$ cat src/hdl/hmlp_pkg.sv
// Shared constants, codes and types of the linear-probe hash map.
package hmlp_pkg;

  localparam int unsigned KEY_W = 64;
  localparam int unsigned VAL_W = 32;
  localparam int unsigned CMD_W = 2;
  localparam int unsigned STS_W = 2;
  localparam int unsigned CNT_W = 11;
  localparam int unsigned SLOT_W = KEY_W + VAL_W;

  localparam int unsigned SLOTS_DEF = 1024;

  localparam logic [CNT_W-1:0] MAX_ENTRIES_RST = 11'd768;

  // Hash finalizer constants
  localparam logic [KEY_W-1:0] MIX_C1 = 64'hbf58476d1ce4e5b9;
  localparam logic [KEY_W-1:0] MIX_C2 = 64'h94d049bb133111eb;
  localparam int unsigned MIX_S1 = 30;
  localparam int unsigned MIX_S2 = 27;
  localparam int unsigned MIX_S3 = 31;

  localparam logic [CMD_W-1:0] CMD_INSERT = 2'd0;
  localparam logic [CMD_W-1:0] CMD_LOOKUP = 2'd1;
  localparam logic [CMD_W-1:0] CMD_CLEAR  = 2'd2;

  localparam logic [STS_W-1:0] STS_OK     = 2'd0;
  localparam logic [STS_W-1:0] STS_BADKEY = 2'd1;
  localparam logic [STS_W-1:0] STS_FULL   = 2'd2;

  typedef struct packed {
    logic rd_en;
    logic wr_en;
  } mem_ctl_t;

endpackage

$ cat src/hdl/hmlp_hash.sv
// Five-stage pipelined 64-bit mix hash producing the home slot index.
module hmlp_hash import hmlp_pkg::*; #(
  parameter int unsigned SLOTS = SLOTS_DEF
) (
  input  logic                     clk_i,
  input  logic                     rst_ni,
  input  logic                     start_i,
  input  logic [KEY_W-1:0]         key_i,
  output logic                     done_o,
  output logic [$clog2(SLOTS)-1:0] home_o
);

  localparam int unsigned IDX_W = $clog2(SLOTS);
  localparam int unsigned HW    = KEY_W / 2;
  localparam int unsigned STG   = 5;

  logic [STG-1:0]   vld_q, vld_d;
  logic [KEY_W-1:0] a_q, a_d;
  logic [KEY_W-1:0] p0_q, p0_d;
  logic [HW-1:0]    p1_q, p1_d, p2_q, p2_d;
  logic [KEY_W-1:0] b_q, b_d;
  logic [KEY_W-1:0] q0_q, q0_d;
  logic [HW-1:0]    q1_q, q1_d, q2_q, q2_d;
  logic [IDX_W-1:0] home_q, home_d;
  logic [KEY_W-1:0] m1, m2, h;

  assign vld_d = {vld_q[STG-2:0], start_i};

  always_comb begin
    a_d  = key_i ^ (key_i >> MIX_S1);
    // low 64 bits of a * C1 from three 32x32 partial products
    p0_d = 64'(a_q[HW-1:0]) * 64'(MIX_C1[HW-1:0]);
    p1_d = HW'(a_q[KEY_W-1:HW] * MIX_C1[HW-1:0]);
    p2_d = HW'(a_q[HW-1:0] * MIX_C1[KEY_W-1:HW]);
    m1   = p0_q + {p1_q + p2_q, {HW{1'b0}}};
    b_d  = m1 ^ (m1 >> MIX_S2);
    q0_d = 64'(b_q[HW-1:0]) * 64'(MIX_C2[HW-1:0]);
    q1_d = HW'(b_q[KEY_W-1:HW] * MIX_C2[HW-1:0]);
    q2_d = HW'(b_q[HW-1:0] * MIX_C2[KEY_W-1:HW]);
    m2   = q0_q + {q1_q + q2_q, {HW{1'b0}}};
    h    = m2 ^ (m2 >> MIX_S3);
    // SLOTS is a power of two: the modulo is the low bits
    home_d = h[IDX_W-1:0];
  end

  always_ff @(posedge clk_i or negedge rst_ni) begin
    if (!rst_ni) begin
      vld_q <= '0;
    end else begin
      vld_q <= vld_d;
    end
  end

  always_ff @(posedge clk_i) begin
    a_q    <= a_d;
    p0_q   <= p0_d;
    p1_q   <= p1_d;
    p2_q   <= p2_d;
    b_q    <= b_d;
    q0_q   <= q0_d;
    q1_q   <= q1_d;
    q2_q   <= q2_d;
    home_q <= home_d;
  end

  assign done_o = vld_q[STG-1];
  assign home_o = home_q;

endmodule

$ cat config.mk
export PLATFORM = sky130hd
export DESIGN_NAME = hmlp_hash
export DESIGN_NICKNAME = d
export VERILOG_FILES = /design/src/hdl/hmlp_pkg.sv /design/src/hdl/hmlp_hash.sv
export SDC_FILE = /design/constraint.sdc
export NUM_CORES = 2
export LEC_CHECK = 0
export BUFFER_PORTS_ARGS = -buffer_cell sky130_fd_sc_hd__buf_2
export CORE_UTILIZATION = 70
export CTS_CLUSTER_DIAMETER = 80
export DETAILED_ROUTE_END_ITERATION = 10
export GPL_ROUTABILITY_DRIVEN = 1
export PLACE_DENSITY = 0.95
export SLEW_MARGIN = 20
export SYNTH_ARGS = -nofsm -noshare
export SYNTH_HDL_FRONTEND = slang
export SYNTH_SLANG_ARGS = --single-unit
export TNS_END_PERCENT = 20
$ cat constraint.sdc
create_clock -name clk_i -period 14.3 [get_ports clk_i]
set_input_delay 0.715 -clock clk_i [delete_from_list [all_inputs] [get_ports clk_i]]
set_output_delay 0.715 -clock clk_i [all_outputs]
set_load 0.02 [all_outputs]
==> Word-level counts from Yosys, hierarchy flattened <==
Cells that the tools add are included.
{ "op_classes": {"n_bitwise": 3, "addsub": 4, "multipliers": 6} }
{ "ops": {"columns": ["op", "n"], "rows": [
  ["$add 61x64->64", 1],
  ["$xor 64x34->64", 1],
  ["$xor 64x37->64", 1],
  ["$mul 32x29->61 const B", 1],
  ["$add 41x41->41", 1],
  ["$mul 32x29->41 const B", 1],
  ["$add 32x32->32", 1],
  ["$mul 32x29->32 const B", 1],
  ["$mul 32x29->9 const B", 1],
  ["$mul 32x32->32 const B", 1],
  ["$mul 32x32->9 const B", 1],
  ["$xor 10x10->10", 1],
  ["$add 9x9->9", 1]
]} }
{ "totals": {"ff_bits": 327, "output_inout_bits": 11, "input_bits": 67, "elab_cells": 23} }

==> Logic depth before layout (Yosys ltp) <==
{ "depth": {"depth_word": 3, "ltp_mapped": 26, "depth_no_buf": 25} }

==> Least setup slack after synthesis <==
Ideal clock, no wire load.
{ "synth_path": {"path_kind": "reg2reg", "from": "register a_q[5]", "to": "register p0_q[49]", "slack_ns": 7.436, "stages_incl_launch_ff": 25, "t_arrival_ns": 6.736, "required_time_ns": 14.173, "setup_time_ns": 0.127, "synth_period_minus_slack_ns": 6.864, "n_path_buf": 0, "cell_sequence": "dfxtp_1 -> inv_1 -> fa_1 -> inv_1 -> fa_1 -> inv_1 -> fa_1 -> fa_1 -> fa_1 -> fa_1 -> inv_1 -> fa_1 -> inv_1 -> fa_1 -> inv_1 -> ha_1 -> a211o_1 -> a211oi_1 -> nand4_1 -> o21bai_1 -> nand4_1 -> a21oi_1 -> nor3_1 -> o21ai_0 -> xor2_1"} }
{ "synth_via": {"elab_chain_cells": 1} }
{ "synth_rtl": {"columns": ["element", "line_no", "rtl"], "rows": [
  ["from (decl)", "hmlp_hash.sv:18", "logic [KEY_W-1:0] a_q, a_d;"],
  ["from (signal assigned)", "hmlp_hash.sv:55", "a_q <= a_d;"],
  ["$mul 32x29->61", "hmlp_hash.sv:32", "p0_d = 64'(a_q[HW-1:0]) * 64'(MIX_C1[HW-1:0]);"],
  ["named net p0_d[49]", "hmlp_hash.sv:19", "logic [KEY_W-1:0] p0_q, p0_d;"],
  ["to (signal assigned)", "hmlp_hash.sv:56", "p0_q <= p0_d;"],
  ["to (decl)", "hmlp_hash.sv:19", null]
]} }
The timed path passes the listed nets, and every way through them passes these cells.

==> Worst setup path after layout <==
{ "layout_path": {"from": "register b_q[6]", "to": "register q0_q[40]"} }
{ "layout_via": {"elab_chain_cells": 1} }
{ "layout_rtl": {"columns": ["element", "line_no", "rtl"], "rows": [
  ["from (decl)", "hmlp_hash.sv:21", "logic [KEY_W-1:0] b_q, b_d;"],
  ["from (signal assigned)", "hmlp_hash.sv:59", "b_q <= b_d;"],
  ["$mul 32x29->41", "hmlp_hash.sv:37", "q0_d = 64'(b_q[HW-1:0]) * 64'(MIX_C2[HW-1:0]);"],
  ["named net q0_d[40]", "hmlp_hash.sv:22", "logic [KEY_W-1:0] q0_q, q0_d;"],
  ["to (signal assigned)", "hmlp_hash.sv:60", "q0_q <= q0_d;"],
  ["to (decl)", "hmlp_hash.sv:22", null]
]} }
The timed path passes the listed nets, and every way through them passes these cells.

==> reports/results.ini <==
[outcome]
status = completed

[drt]
firstDrtPassIters = 6
totalWireLength_mm = 163
ant_nets = 0
wire_per_inst_um = 24.2
initialDrtViolationCount = 2981
drc_errors = 0
viasPerCell = 5.90
num_vias = 39600

[yosys]
yosys_register_bits = 278
ys_top_cells_by_area = fa_1 (39%), ha_1 (24%), inv_1 (12%), dfxtp_1 (9.7%), xnor2_1 (3.9%)
syn-num-nets = 7755
yosysMostFrequentCell = inv_1
synthArstFlopShare_pct = 1.80
synth_top_cell_by_area = fa_1
synth_flop_cell = dfxtp_1
netlist_instances = 5522
synth_seq_area_share_pct = 9.92
ys_types = 78
yosys_warnings = 0
synth_top_area_share_pct = 38.6
synth_area_per_cell_um2 = 10.2
syn_area_um2 = 56400
synth_edf_count = 0
ys_top_cells_by_count = inv_1 (1774), fa_1 (1087), ha_1 (1079), dfxtp_1 (273), xnor2_1 (253)

[floorplanning]
rows = 103
core_um2 = 79400
fp.dieH_um = 286
start_util_pct = 71.0
dieWidth_um = 286
die_area_um2 = 81700
io_pins = 78

[finish]
fillerInstances = 5121
drive_above_1_share_pct = 3.21
nNetsFinal = 7870
synthToLayoutAreaGrowth_pct = 5.39

[clocking]
root_buffer = clkbuf_16
clk_pin_slew_ps = 60
cts_sinks = 278
clockBufferDepth = 3
cts_max_level = 2
cts_resized = 0
numCtsBuffers = 37
postCtsSetupBuffers = 0
clk_latency_ps = 600
cts_tree = yes

[placed_design]
gp_congestion = 1.02
hpwlAfterDp_mm = 141
port_buffers = 77
dp_slack_ps = 6610

[worst_setup_path]
crit_cells = 22
cp-endpoint = q0_q[40]
path_buf_inv = 4
crit_slowest_cell = dfxtp_1
crit_start = b_q[6]
critPathMaxFanout = 12
arrival_ps = 8930
max_stage_delay_ps = 1000
path_delay_family = adder cells
r2r-end = q0_q[40]
required_ps = 14760
cp_common_cell = fa_1
timing.critical_path.from_type = register
r2r_slack_ps = 5830
path_class = register to register
cp_cell_sequence = ha_1 > inv_1 > fa_1 > inv_1 > ha_1 > fa_1 > inv_1 > fa_1 > inv_1 > fa_1 > fa_1 > fa_1 > ha_1 > nand3_1 > o22ai_1 > nor2_1 > o21ai_0 > a21oi_1 > o21ai_0 > o41ai_1 > o21ai_0 > xnor2_1
cp-end-kind = register
r2r_start = b_q[6]
worstRegToRegCells = 22

[global_route]
grt-ovfl-total = 0
met3_usage_pct = 10.8
grt_use_met2_pct = 66.0
antenna_found_initial = 6
grt_max_degree = 18
gr-usage-all-layers_pct = 41.7
grt_busiest_layer = met2
met1_usage_pct = 49.1
grt_pass1_vias = 44700
grt_pass1_wl_mm = 251

[sta]
layout_min_cycle_time_ps = 8470
finalHoldViolations = 0
fmax_mhz = 118
rsz0062_at_grt = false
relSlewSlack_pct = 19.6
clock_skew_ps = 34.9
drv_slew = 0
timing.hold.ws_ps = 255
final.setup.tns_ps = 0
setup_viol = 0
worst_slew_pin_slew_ps = 1200
fin_ws_ps = 5830
period_share_pct = 59.3

[job]
maxCapViolations = 0

[worst_hold_path]
hold_class = input pin to register

[stage by stage]
| step | cell area (µm²) | utilization, % | instances |
|---|---|---|---|
| after floorplan | 56400 | - | 5522 |
| after detailed placement | 58100 | 73.2 | 6647 |
| final | 59400 | 74.8 | 6719 |
| after CTS | 59400 | 74.8 | 6714 |
| after global routing | 59400 | 74.8 | 6714 |
| after global placement | 58100 | 73.2 | 6647 |
[layer usage]
metal / vias to the layer above / routed length, µm
met1: 19500 / 58600
met4: 2 / 15000
met5: - / 17
met2: 2172 / 73400
met3: 803 / 15800
li1: 17100 / -
[final cells by class]
class	count	area (µm²)	share of cell area [%]
multi-input combinational	3455	44000	74.2
clock buffer	48	1100	1.85
sequential	278	5590	9.41
timing repair buffer	91	493	0.830
antenna	5	12.5	0.0211
tap	1050	1310	2.21
clock inverter	18	184	0.310
inverter	1774	6660	11.2
[repair_timing]
action / in CTS / in global routing
hold buffers: 1 / 0
endpoints found under the hold margin: 5 / 0
endpoints found under the setup margin: 0 / 0
[worst min-delay path by stage]
stage,slack [ps],end,cells past startpoint,startpoint
finish,260,a_q[54],1,key_i[54]
global route,260,a_q[54],1,key_i[54]
CTS,240,a_q[41],1,key_i[41]
detailed placement,340,vld_q[2],0,vld_q[1]
global placement,340,vld_q[1],0,vld_q[0]
floorplan,330,vld_q[1],0,vld_q[0]
[state kept, by name (all words and copies together) (netlist names)]
name    flops
a_q        64
p1_q       32
b_q        41
q0_q       17
q2_q        9
vld_q       5
p2_q       32
q1_q        9
home_o     10
p0_q       59
[layout by cell type, fill, tap and decap left out, drive strengths merged, types with 6 or more instances in the layout]
cell    Yosys  layout
ha       1079    1079
a31o        6       6
nand4      18      18
dfxtp     273     273
nand3      31      31
xor2      131     131
o41ai       6       6
xnor2     253     253
nand2      89      89
clkbuf     12      48
a31oi      18      18
buf         3      90
a211oi     21      21
and3       18      18
fa       1087    1087
nor3       30      30
a21oi     164     164
and4        8       8
nor2b      14      14
o21bai     33      33
nor2       91      91
a21o      123     123
o31ai       9       9
or2         6       6
or3         7       7
o21ai      92      92
nand2b     15      15
o21a       26      26
inv      1774    1778
clkinv      0       9
and2       10      10
[logic make-up after synthesis]
| group | Yosys count | synth area share [%] |
|---|---|---|
| adder cells (fa/ha/maj) | 2166 | 62.6 |
| buffers and inverters | 1789 | 11.9 |
| AO/OA/AOI/OAI | 549 | 6.46 |
| XOR/XNOR | 385 | 6.01 |
| AND/OR/NAND/NOR | 353 | 3.08 |
| flip-flops | 278 | 9.92 |
| multiplexers | 2 | 0.0355 |
Power is left out: the tool's default activity adds up to more than one toggle a clock period on the data nets, which glitch-free logic cannot reach.
